$ cat src/hdl/tfmm_pkg.sv
// Shared constants and control types for the five max/min tracker.
`default_nettype none
package tfmm_pkg;
	localparam int KEEP_COUNT_DEF = 5;
	localparam int SCORE_BITS_DEF = 32;

	localparam int SCORE_W = 32;
	localparam int POS_W   = 32;
	localparam int RANK_W  = 3;
	localparam int IN_DATA_W  = 32;
	localparam int OUT_DATA_W = 136;

	// Per-cycle control shared by every cell of a chain.
	typedef struct packed {
		logic take;   // a word is accepted: insert it
		logic clear;  // end of set: empty the slots after this insert
		logic load;   // end of set: copy the updated slots to the drain row
		logic shift;  // a result word left: advance the drain row
	} cell_ctl_t;
endpackage
`default_nettype wire

$ cat src/hdl/tfmm_cell.sv
// One sorted slot of the tracker with its drain-row register.
`default_nettype none
module tfmm_cell #(
	parameter int SW = 32,
	parameter bit WANT_LARGER = 1'b1
) (
	input  wire logic                      clk,
	input  wire logic                      arst_n,
	input  wire tfmm_pkg::cell_ctl_t       ctl,
	input  wire logic [SW-1:0]             new_score,
	input  wire logic [tfmm_pkg::POS_W-1:0] new_pos,
	input  wire logic                      prev_beat,
	input  wire logic [SW-1:0]             prev_score,
	input  wire logic [tfmm_pkg::POS_W-1:0] prev_pos,
	input  wire logic                      prev_fill,
	output logic                           beat,
	output logic [SW-1:0]                  score,
	output logic [tfmm_pkg::POS_W-1:0]     pos,
	output logic                           fill,
	input  wire logic [SW-1:0]             drain_score_in,
	input  wire logic [tfmm_pkg::POS_W-1:0] drain_pos_in,
	input  wire logic                      drain_fill_in,
	output logic [SW-1:0]                  drain_score,
	output logic [tfmm_pkg::POS_W-1:0]     drain_pos,
	output logic                           drain_fill
);
	import tfmm_pkg::*;

	logic [SW-1:0]    score_q, nxt_score, drain_score_q;
	logic [POS_W-1:0] pos_q, nxt_pos, drain_pos_q;
	logic             fill_q, nxt_fill, drain_fill_q;

	// Empty slots lose to any score; equal scores keep the held one.
	always_comb begin
		if (WANT_LARGER) begin
			beat = !fill_q || (new_score > score_q);
		end else begin
			beat = !fill_q || (new_score < score_q);
		end
	end

	always_comb begin
		nxt_score = score_q;
		nxt_pos   = pos_q;
		nxt_fill  = fill_q;
		if (beat) begin
			if (prev_beat) begin
				nxt_score = prev_score;
				nxt_pos   = prev_pos;
				nxt_fill  = prev_fill;
			end else begin
				nxt_score = new_score;
				nxt_pos   = new_pos;
				nxt_fill  = 1'b1;
			end
		end
	end

	always_ff @(posedge clk or negedge arst_n) begin
		if (!arst_n) begin
			score_q <= '0;
			pos_q   <= '0;
			fill_q  <= 1'b0;
		end else if (ctl.clear) begin
			score_q <= '0;
			pos_q   <= '0;
			fill_q  <= 1'b0;
		end else if (ctl.take) begin
			score_q <= nxt_score;
			pos_q   <= nxt_pos;
			fill_q  <= nxt_fill;
		end
	end

	always_ff @(posedge clk or negedge arst_n) begin
		if (!arst_n) begin
			drain_score_q <= '0;
			drain_pos_q   <= '0;
			drain_fill_q  <= 1'b0;
		end else if (ctl.load) begin
			drain_score_q <= nxt_score;
			drain_pos_q   <= nxt_pos;
			drain_fill_q  <= nxt_fill;
		end else if (ctl.shift) begin
			drain_score_q <= drain_score_in;
			drain_pos_q   <= drain_pos_in;
			drain_fill_q  <= drain_fill_in;
		end
	end

	assign score       = score_q;
	assign pos         = pos_q;
	assign fill        = fill_q;
	assign drain_score = drain_score_q;
	assign drain_pos   = drain_pos_q;
	assign drain_fill  = drain_fill_q;
endmodule
`default_nettype wire

$ cat src/hdl/top_five_max_min_tracker_top.sv
// Top level of the streaming five largest / five smallest score tracker.
// Takes one score word per cycle while s_tready is high, and keeps the KEEP_COUNT
// largest and smallest scores of the current set in two rows of cells, each
// cell holding one rank and comparing the incoming score in the same cycle;
// one compare per cell plus the neighbor's shift sets the clock path. The word
// with tlast set closes the set: the next cycle the results start to leave,
// KEEP_COUNT words at one per cycle while m_tready is high, rank 0 first, tlast
// on the last rank, while the next set is already taken in. A tlast word is
// held off only while the previous set still has results waiting, so sets shorter
// than KEEP_COUNT words, or sets met by a stalled output, may see back-pressure at their end.
`default_nettype none
module top_five_max_min_tracker_top #(
	parameter int KEEP_COUNT = tfmm_pkg::KEEP_COUNT_DEF,
	parameter int SCORE_BITS = tfmm_pkg::SCORE_BITS_DEF
) (
	input  wire logic                             clk,
	input  wire logic                             arst_n,
	input  wire logic                             s_tvalid,
	output logic                                  s_tready,
	input  wire logic [tfmm_pkg::IN_DATA_W-1:0]   s_tdata,  // score[31:0]
	input  wire logic                             s_tlast,  // end_of_set
	output logic                                  m_tvalid,
	input  wire logic                             m_tready,
	// rank[2:0], max_score[34:3], max_position[66:35], max_valid[67],
	// min_score[99:68], min_position[131:100], min_valid[132], zero pad
	output logic [tfmm_pkg::OUT_DATA_W-1:0]       m_tdata,
	output logic                                  m_tlast   // final_rank
);
	import tfmm_pkg::*;

	localparam int SW    = (SCORE_BITS < SCORE_W) ? SCORE_BITS : SCORE_W;
	localparam int CNT_W = $clog2(KEEP_COUNT + 1);
	localparam logic [CNT_W-1:0] CNT_FULL = CNT_W'(KEEP_COUNT);
	localparam logic [CNT_W-1:0] CNT_ONE  = CNT_W'(1);

	logic [CNT_W-1:0] left_q;
	logic [POS_W-1:0] item_pos_q;
	logic             in_fire, out_fire, set_end;
	cell_ctl_t        ctl;
	logic [SW-1:0]    new_score;

	logic [SW-1:0]    max_score_w [KEEP_COUNT];
	logic [POS_W-1:0] max_pos_w   [KEEP_COUNT];
	logic [KEEP_COUNT-1:0] max_fill_w, max_beat_w;
	logic [SW-1:0]    max_dscore_w [KEEP_COUNT];
	logic [POS_W-1:0] max_dpos_w   [KEEP_COUNT];
	logic [KEEP_COUNT-1:0] max_dfill_w;

	logic [SW-1:0]    min_score_w [KEEP_COUNT];
	logic [POS_W-1:0] min_pos_w   [KEEP_COUNT];
	logic [KEEP_COUNT-1:0] min_fill_w, min_beat_w;
	logic [SW-1:0]    min_dscore_w [KEEP_COUNT];
	logic [POS_W-1:0] min_dpos_w   [KEEP_COUNT];
	logic [KEEP_COUNT-1:0] min_dfill_w;

	logic [RANK_W-1:0] rank;

	// Hold a set end back only while the last set still has words waiting.
	assign s_tready = (left_q == '0) || !s_tlast || ((left_q == CNT_ONE) && m_tready);
	assign in_fire  = s_tvalid && s_tready;
	assign set_end  = in_fire && s_tlast;
	assign m_tvalid = (left_q != '0);
	assign out_fire = m_tvalid && m_tready;
	assign m_tlast  = (left_q == CNT_ONE);

	assign ctl.take  = in_fire;
	assign ctl.clear = set_end;
	assign ctl.load  = set_end;
	assign ctl.shift = out_fire;

	assign new_score = s_tdata[SW-1:0];

	always_ff @(posedge clk or negedge arst_n) begin
		if (!arst_n) begin
			left_q     <= '0;
			item_pos_q <= '0;
		end else begin
			if (set_end) begin
				left_q <= CNT_FULL;
			end else if (out_fire) begin
				left_q <= left_q - CNT_ONE;
			end
			if (set_end) begin
				item_pos_q <= '0;
			end else if (in_fire) begin
				item_pos_q <= item_pos_q + POS_W'(1);
			end
		end
	end

	for (genvar k = 0; k < KEEP_COUNT; k++) begin : g_cell
		logic             max_pbeat, min_pbeat, max_pfill, min_pfill;
		logic [SW-1:0]    max_pscore, min_pscore;
		logic [POS_W-1:0] max_ppos, min_ppos;
		logic             max_nfill, min_nfill;
		logic [SW-1:0]    max_nscore, min_nscore;
		logic [POS_W-1:0] max_npos, min_npos;

		if (k == 0) begin : g_head
			assign max_pbeat  = 1'b0;
			assign max_pscore = '0;
			assign max_ppos   = '0;
			assign max_pfill  = 1'b0;
			assign min_pbeat  = 1'b0;
			assign min_pscore = '0;
			assign min_ppos   = '0;
			assign min_pfill  = 1'b0;
		end else begin : g_link
			assign max_pbeat  = max_beat_w[k-1];
			assign max_pscore = max_score_w[k-1];
			assign max_ppos   = max_pos_w[k-1];
			assign max_pfill  = max_fill_w[k-1];
			assign min_pbeat  = min_beat_w[k-1];
			assign min_pscore = min_score_w[k-1];
			assign min_ppos   = min_pos_w[k-1];
			assign min_pfill  = min_fill_w[k-1];
		end

		// Drain rows move toward rank 0; the tail takes in empty slots.
		if (k == KEEP_COUNT - 1) begin : g_tail
			assign max_nscore = '0;
			assign max_npos   = '0;
			assign max_nfill  = 1'b0;
			assign min_nscore = '0;
			assign min_npos   = '0;
			assign min_nfill  = 1'b0;
		end else begin : g_next
			assign max_nscore = max_dscore_w[k+1];
			assign max_npos   = max_dpos_w[k+1];
			assign max_nfill  = max_dfill_w[k+1];
			assign min_nscore = min_dscore_w[k+1];
			assign min_npos   = min_dpos_w[k+1];
			assign min_nfill  = min_dfill_w[k+1];
		end

		tfmm_cell #(.SW(SW), .WANT_LARGER(1'b1)) u_max (
			.clk            (clk),
			.arst_n         (arst_n),
			.ctl            (ctl),
			.new_score      (new_score),
			.new_pos        (item_pos_q),
			.prev_beat      (max_pbeat),
			.prev_score     (max_pscore),
			.prev_pos       (max_ppos),
			.prev_fill      (max_pfill),
			.beat           (max_beat_w[k]),
			.score          (max_score_w[k]),
			.pos            (max_pos_w[k]),
			.fill           (max_fill_w[k]),
			.drain_score_in (max_nscore),
			.drain_pos_in   (max_npos),
			.drain_fill_in  (max_nfill),
			.drain_score    (max_dscore_w[k]),
			.drain_pos      (max_dpos_w[k]),
			.drain_fill     (max_dfill_w[k])
		);

		tfmm_cell #(.SW(SW), .WANT_LARGER(1'b0)) u_min (
			.clk            (clk),
			.arst_n         (arst_n),
			.ctl            (ctl),
			.new_score      (new_score),
			.new_pos        (item_pos_q),
			.prev_beat      (min_pbeat),
			.prev_score     (min_pscore),
			.prev_pos       (min_ppos),
			.prev_fill      (min_pfill),
			.beat           (min_beat_w[k]),
			.score          (min_score_w[k]),
			.pos            (min_pos_w[k]),
			.fill           (min_fill_w[k]),
			.drain_score_in (min_nscore),
			.drain_pos_in   (min_npos),
			.drain_fill_in  (min_nfill),
			.drain_score    (min_dscore_w[k]),
			.drain_pos      (min_dpos_w[k]),
			.drain_fill     (min_dfill_w[k])
		);
	end

	assign rank = RANK_W'(CNT_FULL - left_q);

	assign m_tdata = {
		3'b000,
		min_dfill_w[0],
		min_dpos_w[0],
		SCORE_W'(min_dscore_w[0]),
		max_dfill_w[0],
		max_dpos_w[0],
		SCORE_W'(max_dscore_w[0]),
		rank
	};

`ifndef SYNTHESIS
	// A closed set starts delivering in the next cycle.
	a_set_end_out: assert property (@(posedge clk) disable iff (!arst_n)
		set_end |=> m_tvalid)
		else $error("results did not start after set end");

	// Filled slots always form a prefix from rank 0.
	a_max_prefix: assert property (@(posedge clk) disable iff (!arst_n)
		((max_fill_w & (max_fill_w + KEEP_COUNT'(1))) == '0))
		else $error("max slots not packed from rank 0");

	a_min_prefix: assert property (@(posedge clk) disable iff (!arst_n)
		((min_fill_w & (min_fill_w + KEEP_COUNT'(1))) == '0))
		else $error("min slots not packed from rank 0");

	// After the final rank leaves with no new set closing, go idle.
	a_drain_done: assert property (@(posedge clk) disable iff (!arst_n)
		(out_fire && m_tlast && !set_end) |=> !m_tvalid)
		else $error("output still valid after final rank");
`endif
endmodule
`default_nettype wire

$ cat config.mk
export PLATFORM = sky130hd
export DESIGN_NAME = top_five_max_min_tracker_top
export DESIGN_NICKNAME = d
export VERILOG_FILES = /design/src/hdl/tfmm_pkg.sv /design/src/hdl/tfmm_cell.sv /design/src/hdl/top_five_max_min_tracker_top.sv
export SDC_FILE = /design/constraint.sdc
export NUM_CORES = 2
export LEC_CHECK = 0
export BUFFER_PORTS_ARGS = -buffer_cell sky130_fd_sc_hd__buf_2
export CORE_ASPECT_RATIO = 1.4
export CORE_MARGIN = 10
export CORE_UTILIZATION = 40
export CTS_CLUSTER_DIAMETER = 60
export DETAILED_ROUTE_END_ITERATION = 8
export PLACE_DENSITY = 0.69
export SYNTH_ARGS = -nofsm -noshare
export SYNTH_HDL_FRONTEND = slang
export SYNTH_SLANG_ARGS = --single-unit
$ cat constraint.sdc
create_clock -name clk -period 2.6 [get_ports clk]
set_clock_uncertainty 0.05 [all_clocks]
set_input_delay 0.26 -clock clk [delete_from_list [all_inputs] [get_ports clk]]
set_output_delay 0.26 -clock clk [all_outputs]
set_load 0.03 [all_outputs]
# After elaboration in Yosys (flattened, before gate mapping)
# Cells that the tools add are included.
# word_totals
reg_bits	1335
latchBits	0
mem_bits_rw	0
mem_bits_ro	0
out_inout_bits	139
word_cells	281
n_memories	0
# op_classes
addsub	3
multipliers	0
n_div	0
order_cmp	10
eq_ne	1
shift	0
muxes	174
n_bitwise	0
reduce_logical	31
# ops
operator	count
32-bit 2-to-1 mux	115
32-bit > comparator	5
32-bit less-than comparator	5
1-bit 2-to-1 mux	57
32-bit by 1-bit adder with 32-bit output (second input constant)	1
1-bit logical OR	12
1-bit logical NOT	11
3-bit 2-to-1 mux	2
1-bit logical AND	4
2-bit nonzero test	2
3-bit by 1-bit == test with 1-bit output (second input constant)	1
3-bit logical NOT	1
3-bit nonzero test	1
3-bit by 1-bit subtractor with 3-bit output (second input constant)	1
3-bit subtractor (first input constant)	1

# Depth between registers and ports, before layout
# logic_depth
depth_word	6
mapped_depth	14
mapped_depth_nobuf	9

# Hierarchy
# From an unflattened synthesis, not the netlist that was laid out.
# unflattened
cells_unflattened	8376
hier_area_um2	84857.6
# modules_own_cells
mod	n_inst	cells_each	area_per_inst_um2	seq_area_each_um2
tfmm_cell (g_cell[0].u_max ...)	4	740	8030.2	3253.1
tfmm_cell (g_cell[0].u_min ...)	3	898	8744.6	3253.1
tfmm_cell (g_cell[3].u_min ...)	2	819	8016.4	3253.1
tfmm_cell (g_cell[4].u_max)	1	861	8496.9	3253.1
top_five_max_min_tracker_top	1	223	1973.1	875.8

# Worst setup path after synthesis
# Ideal clock, no wire load.
# synth_path
path_type	reg-to-reg
start	register left_q[0]
end	register g_cell[1].u_max.pos_q[30]
setup_time_ps	78
arrival_time_ps	2961
required_time_ps	2472
setup_slack_ps	-489
stages_incl_launch_ff	12
path_buffers	3
synth_period_minus_slack_ps	3089
path_cell_list	dfrtp_1 -> inv_1 -> ha_1 -> a21oi_1 -> o21ai_1 -> nand2_1 -> nor2_1 -> buf_2 -> a21o_1 -> clkbuf_1 -> clkbuf_1 -> o2bb2ai_1
# synth_via
elab_chain_len	6
word_cells_on_any_way	9
cone_classes	1 x eq/ne; 1 x mux; 7 x reduce/logical
# synth_lines
element	line_no	rtl
start, declared	top_five_max_min_tracker_top.sv:36	logic [CNT_W-1:0] left_q;
start signal, assigned	top_five_max_min_tracker_top.sv:81	left_q <= left_q - CNT_ONE;
3-bit by 1-bit == test with 1-bit output or 3-bit logical NOT (tied branches)	top_five_max_min_tracker_top.sv:59	assign s_tready = (left_q == '0) || !s_tlast || ((left_q == CNT_ONE) && m_tready);
1-bit logical AND or 1-bit logical OR (tied branches)	top_five_max_min_tracker_top.sv:59	
1-bit logical OR *	top_five_max_min_tracker_top.sv:59	
net s_tready	top_five_max_min_tracker_top.sv:19	output logic s_tready,
1-bit logical AND *	top_five_max_min_tracker_top.sv:60	assign in_fire = s_tvalid && s_tready;
1-bit logical AND	top_five_max_min_tracker_top.sv:61	assign set_end = in_fire && s_tlast;
32-bit 2-to-1 mux or 2-bit nonzero test (tied branches)	--	
end signal, assigned	tfmm_cell.sv:70	pos_q <= nxt_pos;
end, declared	tfmm_cell.sv:30	logic [POS_W-1:0] pos_q, nxt_pos, drain_pos_q;
# Mark *: on every way through the listed nets, which the timed path passes. The rest lies on a longest branch.
# A chain may end at the register's enable or synchronous reset.

# Worst setup path after layout
# layout_path
start	register g_cell[1].u_max.score_q[22]
end	register g_cell[1].u_max.score_q[20]
# layout_via
elab_chain_len	5
# layout_lines
element	line_no	rtl
start, declared	tfmm_cell.sv:29	logic [SW-1:0] score_q, nxt_score, drain_score_q;
start signal, assigned	tfmm_cell.sv:69	score_q <= nxt_score;
32-bit > comparator	tfmm_cell.sv:36	beat = !fill_q || (new_score > score_q);
1-bit logical OR	tfmm_cell.sv:36	
32-bit 2-to-1 mux	tfmm_cell.sv:46	if (beat) begin
32-bit 2-to-1 mux	tfmm_cell.sv:68	end else if (ctl.take) begin
32-bit 2-to-1 mux	tfmm_cell.sv:64	end else if (ctl.clear) begin
# Every way passes these cells. The select of a mux whose other input is x is not followed.

==> results.md <==
- Status: finished with violations
- Failing checks: setup timing
- Max Cap Violations: 0
- Post-route core utilization: 53.26%
- Post-Synthesis Cells: 6902
- Worst-path clk slew: 60 ps
- Final Hold Fails: 0
- Number of synthesized register bits: 1335
- M3 GR Usage: 5.357%
- Delay-heaviest family, CP: buffers and inverters
- Die Area: 196100 µm²
- Routability congestion estimate: 0.8951
- Worst rel slew slack: 39.36%
- Type of origin of the critical path: flop
- Starting density of the core: 40.19%
- FF/Latch Area: 33410 µm²
- CTS buffer count: 136
- Dpl cells: 9827
- Skew-Pair Late Insertion Delay: 810 ps
- Post-synth top cells: dfrtp_1 (1335), mux2i_1 (855), nand2_1 (759)
- Grt met1 use: 31.63%
- Wirelength, routed: 280400 µm
- Most used cell, CP: buf_4
- CP arrival: 4010 ps
- Peak supply drop: 0.5710 mV
- Yosys top cell area share: 46.78%
- FMAX: 0.2975 GHz
- Crit Path Max Fanout: 16
- Met2 Use GR: 44.22%
- Most frequent cell after synthesis: dfrtp_1
- Largest net degree at the start of global routing: 125
- Static Leak: 0.04274 µW
- Hold endpoint: g_cell[1].u_max.score[4]
- Synthesized area: 71410 µm²
- WL/cell: 27.33 µm
- TritonCTS Sinks: 1335
- Non-Filler Instances: 10262
- Crit path capture type: flop
- Yosys synthesis warning count: 0
- RSZ-0062 raised after global routing: true
- R2r endpoint: g_cell[1].u_max.score[20]
- Vias: 63876
- CP max stage delay: 380 ps
- Top FF cell, synth: dfrtp_1
- First-pass GRT wire length: 411800 µm
- Tcrit/Tclk final: 129.3%
- Min-delay worst type: in2reg
- Vias per std cell: 6.225
- Actual slew at the worst max-slew pin: 905.5 ps
- Floorplan core area: 177700 µm²
- Synth top area cells: dfrtp_1 (47%), mux2i_1 (12%), o2bb2ai_1 (6.3%)
- Type of the worst setup path: reg2reg
- Setup violators final: 1299
- Synthesized area per cell: 10.35 µm²
- Internal: 56050 µW
- Post-synth EDFFs: 0
- Async SR Flop Fraction: 100.0%
- Pins Over Slew Limit: 0
- DRC Markers: 0
- Layer with the highest usage: met2
- # port buffers: 172
- Fin nets: 8195
- Fill count: 14735
- Initial antenna violation count: 11
- Slowest cell on the critical path: dfrtp_1
- Die Ht: 519.9 µm
- Leading area contributor after synthesis: dfrtp_1
- Area grow syn2layout: 32.53%
- Post-synthesis sequential area ratio: 46.78%
- Clock share of power: 22.7%
- CTS root buf: clkbuf_16
- Share of layout cells above drive strength 1: 26.32%
- Final worst slack: -761.5 ps
- Buf/Inv on CP: 7
- Die Span X: 377.1 µm
- I/O pin count: 176
- Reg2reg start: g_cell[1].u_max.score[22]
- DP HPWL: 175600 µm
- CTS tree: yes
- Reg power frac: 32.5%
- R2R depth: 14
- Net Switching: 35570 µW
- CTS Buffer Depth: 3
- Tmin final: 3361 ps
- Power share of the combinational group: 44.8%
- Hold path depth: 4
- Switching share of total power: 38.82%
- Power per Cell Area: 968.1 nW/µm²
- Total track usage: 27.02%
- Vias in the first global route: 66139
- Core Rows: 183
- Grt total ovfl: 0
- Drt pass-1 iters: 8
- CTS HTree Levels: 4
- Routed Antenna Nets: 0
- R2R Setup Slk: -760 ps
- Multi-input gate area: 37470 µm²
- Min-delay src: s_tdata[4]
- DR iter-0 viols: 5903
- Worst EP required: 3250 ps
- Distinct cells, synth: 71
- Crit-path cells: inv_2 > ha_4 > nand4_1 > buf_4 > nor4_4 > buf_4 > o31a_1 > o21ai_4 > buf_12 > buf_16 > or2_4 > buf_4 > buf_16 > o2bb2ai_1
## power groups by stage
stage / sequential, µW / clock [µW] / combinational, µW
2_1_floorplan: 30500 / 0 / 17900
3_3_place_gp: 29700 / 0 / 34100
3_5_place_dp: 29800 / 0 / 34900
4_1_cts: 29500 / 20900 / 38200
5_1_grt: 30200 / 21700 / 43600
6_report: 29700 / 20800 / 41100
## worst min-delay path: stages
cell       delay (ps)
buf_2             120
buf_4             220
mux2i_4           110
o2bb2ai_2         120
## routing by layer
layer  vias up  routed length (µm)  share of wire (%)
li1      27535                   -                  -
met2      3219              131100                 47
met5         -                  26             0.0093
met3      1033               22060                7.9
met1     32085              103300                 37
met4         4               23890                8.5
## cells in the final DEF, fill, tap and decap left out, types with 77 or more instances in the layout
cell | Yosys | routed
mux2i_4 | 0 | 86
a22o_1 | 130 | 129
o2bb2ai_1 | 514 | 419
nand3_1 | 110 | 107
o2bb2ai_2 | 0 | 77
buf_4 | 41 | 866
mux2i_1 | 855 | 720
nor3_1 | 184 | 179
buf_12 | 0 | 223
and3_1 | 212 | 210
buf_2 | 101 | 171
dfrtp_1 | 1335 | 1334
inv_1 | 394 | 368
a21oi_1 | 418 | 379
nor2_1 | 132 | 123
clkbuf_16 | 0 | 158
o211ai_1 | 140 | 140
ha_1 | 319 | 298
a221oi_2 | 0 | 95
a221oi_1 | 199 | 103
nand2_1 | 759 | 754
## cell type report
class	instances	area share (%)
clock buffer	189	4.158
inverter	394	1.571
antenna	4	0.01058
multi-input combinational	4553	39.59
tap	2312	3.057
clock inverter	56	0.7259
sequential	1335	35.30
timing repair buffer	1419	15.58
## flip-flops by register name (all words and copies together), names as in the netlist, 32 cells and up
register / flops
g_cell.u_min.drain_pos: 160
g_cell.u_min.drain_score: 160
g_cell.u_max.score: 160
g_cell.u_max.drain_pos: 160
g_cell.u_min.pos: 160
g_cell.u_min.score: 160
item_pos_q: 32
g_cell.u_max.drain_score: 160
g_cell.u_max.pos: 160
## cells by family (layout without fill, tap and decap cells)
logic type	Yosys count	count (layout)	synth area share (%)
xor gates and xnor gates	28	28	0.3434
buffers and inverters	1016	2058	5.849
muxes	855	855	11.99
other	1	7	0.005252
adders and majority gates	319	319	5.590
AOI/OAI and AO/OA	1815	1815	19.55
and+or+nand+nor	1533	1533	9.896
DFF	1335	1335	46.78
## how the worst max path moves through the flow
stage,start,end,slack [ps],depth (start not counted)
2_1_floorplan,g_cell[0].u_max.score[7],g_cell[0].u_max.drain_pos[29],-10,11
3_3_place_gp,s_tdata[23],g_cell[0].u_max.pos[28],-1130,14
3_5_place_dp,s_tdata[23],g_cell[0].u_max.pos[27],-1150,14
4_1_cts,g_cell[1].u_max.score[20],g_cell[2].u_max.drain_pos[25],-610,14
5_1_grt,g_cell[1].u_max.score[22],g_cell[1].u_max.score[20],-780,14
6_report,g_cell[1].u_max.score[22],g_cell[1].u_max.score[20],-760,14
## what timing repair did
action | 4_1_cts | 5_1_grt
pin swaps | 136 | 175
gates cloned | 38 | 24
gates resized for setup | 388 | 346
hold buffers | 44 | 0
setup endpoints to repair | 1301 | 1312
buffers inserted | 66 | 32
hold endpoints to repair | 975 | 0
## per-stage QoR
stage	TNS, ps	setup slack [ps]	hold WS [ps]	power [µW]	instance area (µm²)
floorplan	-233.2	-11.86	-85.59	48440	71510
global placement	-1059340	-1134	179.7	63710	83270
detailed placement	-1088470	-1146	181.8	64710	83270
CTS	-515450	-613.8	2.249	88700	91940
global route	-672310	-779.7	3.519	95610	94630
finish	-593160	-761.5	21.74	91610	94630
No activity file was read; power rests on OpenSTA's default activity.
